File: config.mk
export PLATFORM = sky130hd
export DESIGN_NAME = spet_ctrl
export DESIGN_NICKNAME = d
export VERILOG_FILES = /design/src/rtl/spet_pkg.sv /design/src/rtl/spet_ctrl.sv
export SDC_FILE = /design/constraint.sdc
export NUM_CORES = 1
export LEC_CHECK = 0
export BUFFER_PORTS_ARGS = -buffer_cell sky130_fd_sc_hd__buf_2
export CAP_MARGIN = 5
export CORE_AREA = 8 8 47 49
export DETAILED_ROUTE_END_ITERATION = 12
export DIE_AREA = 0 0 55 57
export HOLD_SLACK_MARGIN = 0.1
export PLACE_DENSITY = 0.77
export SKIP_LAST_GASP = 1
export SYNTH_ARGS = -nofsm -noshare
export SYNTH_HDL_FRONTEND = slang
export SYNTH_SLANG_ARGS = --single-unit
export TNS_END_PERCENT = 50
File: constraint.sdc
create_clock -name i_clk -period 3.92 [get_ports i_clk]
set_input_delay 1.176 -clock i_clk [delete_from_list [all_inputs] [get_ports i_clk]]
set_output_delay 1.176 -clock i_clk [all_outputs]
set_load 0.01 [all_outputs]
File: src/rtl/spet_pkg.sv
// Shared types, constants and helper functions for the pair energy table.
package spet_pkg;

    // Table geometry
    localparam int MAX_PARTICLES = 64;
    localparam int STORE_DEPTH   = (MAX_PARTICLES * (MAX_PARTICLES + 1)) / 2;
    localparam int ADDR_W        = $clog2(STORE_DEPTH);
    localparam int IDX_W         = 6;
    localparam int CNT_W         = 7;
    localparam int ENERGY_W      = 32;
    localparam int VAL_W         = 48;

    localparam logic [CNT_W-1:0]  COUNT_RESET = CNT_W'(64);
    localparam logic [CNT_W-1:0]  COUNT_MAX   = CNT_W'(MAX_PARTICLES);
    localparam logic [ADDR_W-1:0] LAST_ADDR   = ADDR_W'(STORE_DEPTH - 1);

    // Request kinds
    typedef enum logic [1:0] {
        REQ_SET   = 2'd0,
        REQ_READ  = 2'd1,
        REQ_CHECK = 2'd2,
        REQ_CLEAR = 2'd3
    } t_req;

    // Result status codes
    typedef enum logic [1:0] {
        ST_OK    = 2'd0,
        ST_EQUAL = 2'd1,
        ST_RANGE = 2'd2
    } t_status;

    // Memory address source
    typedef enum logic [2:0] {
        ADR_PAIR,
        ADR_DIAG_A,
        ADR_DIAG_B,
        ADR_ROW,
        ADR_LINEAR
    } t_addr_sel;

    // Memory write data source
    typedef enum logic [1:0] {
        WR_ENERGY,
        WR_DIAG_ADD,
        WR_ZERO,
        WR_SUM
    } t_wr_sel;

    // Controller states
    typedef enum logic [3:0] {
        S_CLEAR,
        S_IDLE,
        S_CHECK,
        S_SET_RD,
        S_SET_WR,
        S_DA_RD,
        S_DA_WR,
        S_DB_RD,
        S_DB_WR,
        S_READ_RD,
        S_READ_WAIT,
        S_WALK,
        S_WALK_END,
        S_FIX,
        S_DONE
    } t_state;

    // Commands from controller to datapath
    typedef struct packed {
        logic      load;       // capture the input transaction
        logic      mem_rd;
        logic      mem_wr;
        t_addr_sel addr_sel;
        t_wr_sel   wr_sel;
        logic      cap_old;    // take old pair value and delta from read data
        logic      add_delta;  // total += 2 * delta
        logic      walk_clr;
        logic      walk_inc;
        logic      acc_issue;  // current read belongs to the row walk
        logic      sum_clr;
        logic      fix;        // correct diagonal sum into total and flag
        logic      total_clr;
        logic      out_load;
    } t_dp_cmd;

    // Status from datapath to controller
    typedef struct packed {
        t_req req;
        logic req_err;     // range or equal-index error on the held request
        logic mismatch;    // row sum differs from stored diagonal
        logic row_last;    // row walk at last particle
        logic clear_last;  // sweep at last entry
        logic out_free;    // output register can take a result
    } t_dp_stat;

    // Base entry of row i in packed lower-triangular storage
    function automatic logic [ADDR_W-1:0] tri_base(input logic [IDX_W-1:0] i);
        logic [ADDR_W:0] prod;
        prod = (ADDR_W+1)'(i) * ((ADDR_W+1)'(i) + (ADDR_W+1)'(1));
        return prod[ADDR_W:1];
    endfunction

    // Entry of the pair (x, y) in either order
    function automatic logic [ADDR_W-1:0] slot_of(input logic [IDX_W-1:0] x,
                                                  input logic [IDX_W-1:0] y);
        logic [ADDR_W-1:0] addr;
        if (x > y) begin
            addr = tri_base(x) + ADDR_W'(y);
        end else begin
            addr = tri_base(y) + ADDR_W'(x);
        end
        return addr;
    endfunction

endpackage

File: src/rtl/spet_ctrl.sv
// Controller state machine sequencing memory accesses for each request.
module spet_ctrl
    import spet_pkg::*;
(
    input  logic     i_clk,
    input  logic     i_rst_n,
    input  logic     i_s_axis_tvalid,
    input  t_dp_stat i_stat,
    output logic     o_s_axis_tready,
    output t_dp_cmd  o_cmd
);

    t_state r_state, n_state;
    logic   r_clr_res, n_clr_res;

    // State register; reset starts with a clearing sweep
    always_ff @(posedge i_clk) begin
        if (!i_rst_n) begin
            r_state   <= S_CLEAR;
            r_clr_res <= 1'b0;
        end else begin
            r_state   <= n_state;
            r_clr_res <= n_clr_res;
        end
    end

    // Next state and commands
    always_comb begin
        n_state         = r_state;
        n_clr_res       = r_clr_res;
        o_cmd           = '0;
        o_s_axis_tready = 1'b0;
        unique case (r_state)
            S_CLEAR: begin
                o_cmd.mem_wr   = 1'b1;
                o_cmd.addr_sel = ADR_LINEAR;
                o_cmd.wr_sel   = WR_ZERO;
                if (i_stat.clear_last) begin
                    o_cmd.walk_clr  = 1'b1;
                    o_cmd.total_clr = 1'b1;
                    n_state         = r_clr_res ? S_DONE : S_IDLE;
                end else begin
                    o_cmd.walk_inc = 1'b1;
                end
            end
            S_IDLE: begin
                o_s_axis_tready = 1'b1;
                if (i_s_axis_tvalid) begin
                    o_cmd.load = 1'b1;
                    n_state    = S_CHECK;
                end
            end
            S_CHECK: begin
                o_cmd.sum_clr  = 1'b1;
                o_cmd.walk_clr = 1'b1;
                if (i_stat.req_err) begin
                    n_state = S_DONE;
                end else begin
                    unique case (i_stat.req)
                        REQ_SET:   n_state = S_SET_RD;
                        REQ_READ:  n_state = S_READ_RD;
                        REQ_CHECK: n_state = S_WALK;
                        REQ_CLEAR: begin
                            n_clr_res = 1'b1;
                            n_state   = S_CLEAR;
                        end
                        default:   n_state = S_DONE;
                    endcase
                end
            end
            // Set: fetch old pair value, write new one
            S_SET_RD: begin
                o_cmd.mem_rd   = 1'b1;
                o_cmd.addr_sel = ADR_PAIR;
                n_state        = S_SET_WR;
            end
            S_SET_WR: begin
                o_cmd.cap_old  = 1'b1;
                o_cmd.mem_wr   = 1'b1;
                o_cmd.addr_sel = ADR_PAIR;
                o_cmd.wr_sel   = WR_ENERGY;
                n_state        = S_DA_RD;
            end
            // Move both diagonals and the total by the delta
            S_DA_RD: begin
                o_cmd.mem_rd    = 1'b1;
                o_cmd.addr_sel  = ADR_DIAG_A;
                o_cmd.add_delta = 1'b1;
                n_state         = S_DA_WR;
            end
            S_DA_WR: begin
                o_cmd.mem_wr   = 1'b1;
                o_cmd.addr_sel = ADR_DIAG_A;
                o_cmd.wr_sel   = WR_DIAG_ADD;
                n_state        = S_DB_RD;
            end
            S_DB_RD: begin
                o_cmd.mem_rd   = 1'b1;
                o_cmd.addr_sel = ADR_DIAG_B;
                n_state        = S_DB_WR;
            end
            S_DB_WR: begin
                o_cmd.mem_wr   = 1'b1;
                o_cmd.addr_sel = ADR_DIAG_B;
                o_cmd.wr_sel   = WR_DIAG_ADD;
                n_state        = S_DONE;
            end
            // Read: one fetch
            S_READ_RD: begin
                o_cmd.mem_rd   = 1'b1;
                o_cmd.addr_sel = ADR_PAIR;
                n_state        = S_READ_WAIT;
            end
            S_READ_WAIT: begin
                o_cmd.cap_old = 1'b1;
                n_state       = S_DONE;
            end
            // Recheck: walk the row, one entry per cycle
            S_WALK: begin
                o_cmd.mem_rd    = 1'b1;
                o_cmd.addr_sel  = ADR_ROW;
                o_cmd.acc_issue = 1'b1;
                if (i_stat.row_last) begin
                    o_cmd.walk_clr = 1'b1;
                    n_state        = S_WALK_END;
                end else begin
                    o_cmd.walk_inc = 1'b1;
                end
            end
            S_WALK_END: begin
                n_state = S_FIX;
            end
            S_FIX: begin
                o_cmd.fix      = 1'b1;
                o_cmd.addr_sel = ADR_DIAG_A;
                o_cmd.wr_sel   = WR_SUM;
                o_cmd.mem_wr   = i_stat.mismatch;
                n_state        = S_DONE;
            end
            // Hand the result to the output register
            S_DONE: begin
                if (i_stat.out_free) begin
                    o_cmd.out_load = 1'b1;
                    n_clr_res      = 1'b0;
                    n_state        = S_IDLE;
                end
            end
            default: n_state = S_IDLE;
        endcase
    end

    // A result is only produced once the output register is free
    a_load_free: assert property (@(posedge i_clk) disable iff (!i_rst_n)
        o_cmd.out_load |-> i_stat.out_free)
        else $error("result loaded while output register busy");

    // An accepted transaction is always checked on the next cycle
    a_load_check: assert property (@(posedge i_clk) disable iff (!i_rst_n)
        o_cmd.load |=> (r_state == S_CHECK))
        else $error("accepted transaction not checked");

    // A request clear always ends in a result, a reset clear in idle
    a_clear_exit: assert property (@(posedge i_clk) disable iff (!i_rst_n)
        (r_state == S_CLEAR) && i_stat.clear_last && r_clr_res |=> (r_state == S_DONE))
        else $error("clear request lost its result");

endmodule

==> flow_metrics.tcl, run 1 <==
set metrics [dict create \
    synth-edff-count 0 \
    yosysWarnings 0 \
    critPathMaxFanout 5 \
    synth_nets 116 \
    total_power_mw 0.620 \
    maxSlewHeadroom_pct 48.0 \
    whs_ns 0.591 \
    hold_buffers 0 \
    status "finished clean" \
    grt_setup_unrepaired "no" \
    dr.pass1.iters 4 \
    hold_violations 0 \
    multiInputGateArea_sq_um 524 \
    area_delta_synth_final_pct 22.4 \
    viasPerCell 5.58 \
    die_h_um 57 \
    ff_latch_area_sq_um 100 \
    setup_slack_ns 0.690 \
    die_w_um 55 \
    io_pins 28 \
    grt_pass1_vias 708 \
    placementRows 15 \
    worstHoldPathType "reg2reg" \
    path_clk_slew_ns 0.04 \
    max_freq_ghz 0.310 \
    io_buffers 27 \
    path_common_cell "buf_2" \
    syn_avg_cell_area_sq_um 6.73 \
    p_leak_nw 0.412 \
    grt_antenna_before_repair 0 \
    nFillCells 165 \
    synthDistinctLibCells 38 \
    netlist_instances 102 \
    synth_seq_cells 5 \
    cts_root_buf "clkbuf_4" \
    drc 0 \
    dp_hpwl_um 1420 \
    crit_buf_inv 3 \
    cts_max_level 1 \
    cp_data_required_time_ns 2.74 \
    final_cell_mix "buf_2, nor2_1, a21oi_1" \
    path_delay_family "simple AND/OR/NAND/NOR gates" \
    clock_path_buffers 2 \
    fin_worst_skew_ns 0.000977 \
    cp-start-kind "primary input" \
    clock_latency_ns 0.23 \
    coreArea_sq_um 1580 \
    grt_max_degree 26 \
    ir_worst_vdd_mv 0.260 \
    place.gp.congestion 0.887 \
    start_util_pct 43.6 \
    cpMaxStageDelayCell "or4_1" \
    synth-async-reset-ratio_pct 0 \
    layout_commonest_cell "buf_2" \
    totalWireLength_um 1850 \
    design_area_sq_um 841 \
    grt_usage_pct 11.0 \
    setup_tns_ns 0 \
    slowest_delay_ns 0.39 \
    p_per_area_nw_per_um2 738 \
    cts_buffers 3 \
    worst_pin_slew_ns 0.779 \
    cp_data_arrival_time_ns 2.05 \
    cts_tree "done" \
    vias 798 \
    crit_chain "buf_2 > or4_1 > a21o_1 > inv_1 > buf_2" \
    synth_area_sq_um 687 \
    path_class "in2out" \
    cts_setup_buffers 0 \
    setup_viol 0 \
    min_period_ns 3.23 \
    pre_cts_ws_ns 0.681 \
    yosys_most_used_dff "dfxtp_1" \
    nets 141 \
    endpoint_kind "output pin" \
    diodes 0 \
    wire_per_inst_um 13.0 \
    ys_seq_area_share_pct 14.6 \
    cts_sinks 5 \
    drive_gt1_share_pct 27.8 \
    cap_viol_max_count 0 \
    period_share_pct 82.4 \
    grt_pass1_wl_um 2830 \
    first_iter_violations 9 \
    placed_area_sq_um 815 \
    drt.antenna.violating_nets 0 \
    drv_slew 0 \
    cts_resized 0 \
    fp.dieArea_sq_um 3140 \
    overflow 0 \
]
## state kept, by name, indices dropped and copies added (netlist names)
register	flops
r_state	4
r_clr_res	1
## metrics by stage
stage	util (%)	instances
global route	53.3	143
floorplan	-	102
CTS	53.3	143
finish	53.3	143
detailed placement	51.7	139
global placement	51.7	139
## layout make-up
class,count,area share [%]
clock buffer,4,3.13
multi-input combinational,82,62.4
timing repair buffer,28,17.0
tap,17,2.53
sequential,5,11.9
inverter,7,3.13
## Yosys cell counts, drive strengths merged, types with 3 or more instances
cell | number | area share [%]
nor2 | 17 | 9.3
a21oi | 7 | 5.1
inv | 7 | 3.8
nand2 | 6 | 3.3
buf | 5 | 3.6
dfxtp | 5 | 15
nor3 | 5 | 3.6
and2 | 4 | 4.0
ha | 4 | 7.3
a311oi | 3 | 3.8
clkbuf | 3 | 1.6
nand2b | 3 | 2.7
o21ai | 3 | 2.2
o21bai | 3 | 3.3
## final timing paths
kind / from / end / slack (ns) / depth (start not counted)
worst min register to register: r_clr_res / r_clr_res / 0.59 / 1
worst max-delay path: i_stat[1] / o_cmd[5] / 0.69 / 5
worst min-delay path: r_clr_res / r_clr_res / 0.59 / 1
worst max register to register: r_state[0] / r_state[1] / 2.04 / 4
## per-layer routing
layer	part of all wire [%]	routed length [um]	up-vias	global-route usage [%]
met2	49	906	22	18.2
met4	0.49	9	0	2.75
met3	7.0	129	2	2.08
met5	0	0	-	0
met1	44	808	357	13.8
li1	-	-	417	-
## logic make-up after synthesis
group,Yosys count,synth area share [%]
flip-flops,5,14.6
adder cells (fa/ha/maj),4,7.29
XOR/XNOR,2,2.55
AO/OA/AOI/OAI,27,28.4
buffers and inverters,15,9.11
AND/OR/NAND/NOR,49,38.1
## report_power, final
group	internal, mW	switching [mW]
Clock	0.0384	0.0192
Combinational	0.194	0.209
Sequential	0.0698	0.0898
Power figures use the tool's default switching activity.
==> inputs of run 2 (changes only) <==
--- a/config.mk
+++ b/config.mk
@@ -5,13 +5,14 @@
 export SDC_FILE = /design/constraint.sdc
 export NUM_CORES = 1
 export LEC_CHECK = 0
+export ABC_AREA = 1
 export BUFFER_PORTS_ARGS = -buffer_cell sky130_fd_sc_hd__buf_2
 export CAP_MARGIN = 5
 export CORE_AREA = 8 8 47 49
 export DETAILED_ROUTE_END_ITERATION = 12
 export DIE_AREA = 0 0 55 57
 export HOLD_SLACK_MARGIN = 0.1
-export PLACE_DENSITY = 0.77
+export PLACE_DENSITY = 0.75
 export SKIP_LAST_GASP = 1
 export SYNTH_ARGS = -nofsm -noshare
 export SYNTH_HDL_FRONTEND = slang
==> constraint.sdc (replaced) <==
create_clock -name i_clk -period 3.01 [get_ports i_clk]
set_input_delay 0.903 -clock i_clk [delete_from_list [all_inputs] [get_ports i_clk]]
set_output_delay 0.903 -clock i_clk [all_outputs]
set_load 0.01 [all_outputs]
==> run 2 against run 1 <==
Compared with the run above: clock power rose by 32%; cell count rose by 17%; register-to-register slack got worse by 0.48 ns; sequential cell count did not move; sequential power fell by 16%; critical endpoint is now o_cmd[6]; first-iteration DRC count rose by 22%; power rose by 18%; core utilization fell by 0.79 points; area after synthesis fell by 4.2%; via count rose by 2.8%; critical path depth rose by 2.
==> flow_metrics.tcl, run 2 <==
set metrics [dict create \
    synth_top_family_by_area "simple AND/OR/NAND/NOR gates" \
    yosysWarnings 0 \
    largest_register "r_state" \
    cts_resized 0 \
    ir_worst_vdd_mv 0.336 \
    syn_avg_cell_area_sq_um 5.39 \
    synth_area_sq_um 658 \
    viasPerCell 4.88 \
    synth_compound_area_share_pct 13.9 \
    maxSlewHeadroom_pct 76.7 \
    period_share_pct 83.3 \
    vias 820 \
    final_cell_mix "nand2_1, buf_2, inv_1" \
    synthTopCellsByArea "nand2_1, dfxtp_1, inv_1" \
    grt_setup_unrepaired "no" \
    first_iter_violations 11 \
    die_w_um 55 \
    dp_cells 164 \
    placementRows 15 \
    cts_root_buf "clkbuf_4" \
    reg_top3 "r_state x4, r_clr_res x1" \
    totalWireLength_um 1760 \
    synth-async-reset-ratio_pct 0 \
    p_leak_nw 0.517 \
    area_delta_synth_final_pct 25.9 \
    yosys.area_share.adder_pct 7.60 \
    final_cells 168 \
    p_per_area_nw_per_um2 881 \
    hold_start "r_clr_res" \
    largest_reg_flops 4 \
    hold_buffers 0 \
    synth_top_area_share_pct 15.4 \
    synthMuxAreaShare_pct 0 \
    cp-startpoint "r_state[2]" \
    cts_max_level 1 \
    synthTopCellsByCount "nand2_1, inv_1, nor2_1" \
    cp_data_arrival_time_ns 1.60 \
    cap_viol_max_count 0 \
    hold_violations 0 \
    setup_tns_ns 0 \
    cts_tree "done" \
    cp_data_required_time_ns 2.11 \
    io_pins 28 \
    setup_viol 0 \
    grt_max_degree 11 \
    coreArea_sq_um 1580 \
    diodes 0 \
    status "finished clean" \
    path_clk_slew_ns 0.04 \
    netlist_instances 122 \
    worst_pin_slew_ns 0.349 \
    overflow 0 \
    worstHoldPathType "reg2reg" \
    worstReg2RegStart "r_state[1]" \
    drc 0 \
    synthDistinctLibCells 23 \
    fin_worst_skew_ns 0.00391 \
    max_freq_ghz 0.399 \
    io_buffers 27 \
    grt_pass1_wl_um 2890 \
    synth-xor-area-share_pct 0 \
    synth-simple-area-share_pct 46.0 \
    synth_seq_cells 5 \
    die_h_um 57 \
    min_period_ns 2.51 \
    cts_setup_buffers 0 \
    start_util_pct 41.7 \
    yosys_most_used_dff "dfxtp_1" \
    drv_slew 0 \
    nFillCells 175 \
    cp-start-kind "flop" \
    cts_sinks 5 \
    drt.antenna.violating_nets 0 \
    dp_hpwl_um 1550 \
    synth_area_leader_cell "nand2_1" \
    critPathMaxFanout 8 \
    yosysMostFrequentCell "nand2_1" \
    nets 166 \
    fp.dieArea_sq_um 3140 \
    drive_gt1_share_pct 27.8 \
    endpoint_kind "output pin" \
    clock_latency_ns 0.24 \
    path_class "reg2out" \
    total_power_mw 0.730 \
    place.gp.congestion 0.872 \
    grt_pass1_vias 742 \
    grt_usage_pct 11.6 \
    clock_path_buffers 2 \
    dr.pass1.iters 4 \
    synth_nets 136 \
    cts_buffers 3 \
    ys_seq_area_share_pct 15.2 \
    synth-edff-count 0 \
    wire_per_inst_um 10.5 \
    grt_antenna_before_repair 0 \
]
[run 2: layout make-up]
type / instances / area (sq um) / area share [%]
multi-input combinational: 88 / 444 / 53.6
timing repair buffer: 27 / 135 / 16.3
sequential: 5 / 100 / 12.1
tap: 17 / 21.3 / 2.57
clock buffer: 4 / 26.3 / 3.17
inverter: 27 / 101 / 12.2
[run 2: path summary, 6_finish.rpt]
| check | depth (start not counted) | to | slack [ns] |
|---|---|---|---|
| max | 7 | o_cmd[6] | 0.50 |
| min | 2 | r_clr_res | 0.47 |
| max reg2reg | 8 | r_state[0] | 1.56 |
| min reg2reg | 2 | r_clr_res | 0.47 |
[run 2: per-layer routing]
metal  part of all wire, %  GRT usage [%]  routed length, um
met4                   1.1           4.47                 20
met5                     0              0                  0
met1                    41           13.2                728
met3                   7.9           3.12                139
met2                    50           19.3                871
[run 2: kinds of logic (layout without fill, tap and decap cells)]
| group | after synthesis | in the layout |
|---|---|---|
| AOI/OAI and AO/OA | 15 | 15 |
| adders and majority gates | 4 | 4 |
| and+or+nand+nor | 69 | 69 |
| DFF | 5 | 5 |
| buffers and inverters | 29 | 58 |
[run 2: metrics by stage]
| stage | area, sq um | hold slack, ns | utilization [%] | worst slack (ns) |
|---|---|---|---|---|
| 6_report | 828 | 0.467 | 52.5 | 0.503 |
| 2_1_floorplan | 658 | 0.448 | - | 0.776 |
| 3_5_place_dp | 802 | 0.467 | 50.9 | 0.697 |
| 5_1_grt | 828 | 0.510 | 52.5 | 0.335 |
| 4_1_cts | 828 | 0.473 | 52.5 | 0.487 |
| 3_3_place_gp | 802 | 0.464 | 50.9 | 0.703 |
[run 2: power breakdown]
part	internal (mW)	leakage (nW)	switching [mW]
logic	0.199	0.462	0.319
clock network	0.0500	0.0150	0.0263
registers	0.0881	0.0409	0.0471
[run 2: critical path: stages (launching register included)]
cell     delay, ns
dfxtp_1       0.39
nor2_2        0.32
and2_1        0.23
inv_1         0.07
nor2_1        0.11
nor2_1        0.05
o21ai_1       0.06
buf_2         0.14
==> inputs of run 3 (changes only) <==
--- a/config.mk
+++ b/config.mk
@@ -8,11 +8,11 @@
 export ABC_AREA = 1
 export BUFFER_PORTS_ARGS = -buffer_cell sky130_fd_sc_hd__buf_2
 export CAP_MARGIN = 5
-export CORE_AREA = 8 8 47 49
+export CORE_AREA = 8 8 49 51
 export DETAILED_ROUTE_END_ITERATION = 12
-export DIE_AREA = 0 0 55 57
+export DIE_AREA = 0 0 57 59
 export HOLD_SLACK_MARGIN = 0.1
-export PLACE_DENSITY = 0.75
+export PLACE_DENSITY = 0.72
 export SKIP_LAST_GASP = 1
 export SYNTH_ARGS = -nofsm -noshare
 export SYNTH_HDL_FRONTEND = slang
==> constraint.sdc (replaced) <==
create_clock -name i_clk -period 2.2 [get_ports i_clk]
set_input_delay 0.66 -clock i_clk [delete_from_list [all_inputs] [get_ports i_clk]]
set_output_delay 0.66 -clock i_clk [all_outputs]
set_load 0.01 [all_outputs]
==> run 3 against run 2 <==
Compared with the run above: clock power rose by 38%; register-to-register slack got worse by 0.78 ns; clock skew rose by 0.0013 ns; sequential cell count did not move; die area rose by 7.3%; worst setup slack got worse by 0.43 ns; first-iteration DRC count rose to 3.2 times the previous value; global-route usage fell by 1.4 points; via count rose by 0.73%; count of clock-buffer cells in the layout did not move; critical path type unchanged; critical endpoint unchanged.
==> flow_metrics.tcl, run 3 (synthesis results as in run 2) <==
set metrics [dict create \
    period_share_pct 96.5 \
    coreArea_sq_um 1650 \
    wire_per_inst_um 10.8 \
    r2r_slack_ns 0.78 \
    multiInputGateArea_sq_um 452 \
    min_period_ns 2.12 \
    drt.antenna.violating_nets 0 \
    fin_worst_skew_ns 0.00524 \
    p_switching_mw 0.560 \
    drv_slew 0 \
    grt_pass1_vias 715 \
    viasPerCell 4.92 \
    totalWireLength_um 1810 \
    nets 166 \
    reg_top3 "r_state x4, r_clr_res x1" \
    met3_length_um 129 \
    cts_root_buf "clkbuf_4" \
    top_layer "met3" \
    ff_latch_area_sq_um 103 \
    grt_pass1_wl_um 2940 \
    power_frac_seq_pct 18.8 \
    placementRows 15 \
    wl_met2_um 875 \
    clock_path_buffers 2 \
    setup_viol 0 \
    cp_data_required_time_ns 1.54 \
    cp-start-kind "flop" \
    status "finished clean" \
    combPwrFrac_pct 71.1 \
    path_class "reg2out" \
    cts_tree "done" \
    worstHoldPathType "reg2reg" \
    final_cells 168 \
    place.gp.congestion 0.921 \
    endpoint_kind "output pin" \
    grt_setup_unrepaired "yes" \
    swShare_pct 54.3 \
    nFillCells 177 \
    fp.dieArea_sq_um 3360 \
    io_pins 28 \
    area_delta_synth_final_pct 27.4 \
    worst_pin_slew_ns 0.313 \
    cts_buffers 3 \
    grt_antenna_before_repair 0 \
    pwr-share-clk_pct 10.1 \
    first_iter_violations 35 \
    maxSlewHeadroom_pct 79.1 \
    grt_usage_pct 10.2 \
    largest_register "r_state" \
    grt_max_degree 11 \
    final_cell_mix "nand2_1, buf_2, inv_1" \
    setup_slack_ns 0.0766 \
    path_clk_slew_ns 0.05 \
    pre_cts_ws_ns 0.262 \
    drive_gt1_share_pct 29.8 \
    cts_sinks 5 \
    max_freq_ghz 0.471 \
    internal-power_mw 0.472 \
    overflow 0 \
    p_per_area_nw_per_um2 1230 \
    setup_tns_ns 0 \
    die_w_um 57 \
    critPathMaxFanout 8 \
    largest_reg_flops 4 \
    clock_latency_ns 0.24 \
    p_leak_nw 0.521 \
    drc 0 \
    total_power_mw 1.03 \
    dp_hpwl_um 1550 \
    diodes 0 \
    hold_violations 0 \
    m1WireLength_um 809 \
    vias 826 \
    cts_max_level 1 \
    cp_data_arrival_time_ns 1.46 \
    ir_worst_vdd_mv 0.489 \
    dp_cells 164 \
    io_buffers 27 \
    start_util_pct 39.8 \
    cap_viol_max_count 0 \
    die_h_um 59 \
    dr.pass1.iters 4 \
]
==> run 3: critical path: stages (launching register included) <==
cell	delay, ns
dfxtp_1	0.39
nor2_4	0.23
and2_1	0.19
inv_1	0.06
nor2_1	0.11
nor2_1	0.05
o21ai_1	0.06
buf_2	0.14
==> run 3: power by group through the flow <==
stage          registers, mW  clock network [mW]  logic (mW)
3_5_place_dp           0.183                   0       0.722
5_1_grt                0.200               0.115       0.818
2_1_floorplan          0.142                   0       0.549
6_report               0.194               0.105       0.734
3_3_place_gp           0.181                   0       0.719
4_1_cts                0.185               0.106       0.729
==> run 3: metrics by stage <==
stage	hold WS (ns)	cell area, sq um	utilization (%)
finish	0.495	838	50.8
global route	0.529	838	50.8
CTS	0.502	833	50.5
detailed placement	0.497	802	48.6
global placement	0.494	802	48.6
floorplan	0.448	658	-
==> run 3: layer usage <==
layer,up-vias,GRT usage [%]
met1,361,11.3
met2,30,18.0
met5,-,0
met4,0,2.01
li1,435,-
met3,0,4.08
==> run 3: timing repair <==
action                     CTS  global route
resized for setup            1             3
hold endpoints to repair     0             0
setup buffers                0             0
hold buffers                 0             0
setup endpoints to repair    1             4
==> run 3: worst paths after layout <==
path	cells after the start	to	startpoint
worst max-delay path	7	o_cmd[6]	r_state[2]
worst min-delay path	2	r_clr_res	r_clr_res
worst max register to register	7	r_state[0]	r_state[2]
worst min register to register	2	r_clr_res	r_clr_res
==> run 3: layout make-up <==
class,instances,area share [%]
inverters,27,12.1
well taps,17,2.54
flip-flops and latches,5,12.2
multi-input cells,88,53.9
clock buffers,4,3.13
repair buffers,27,16.1
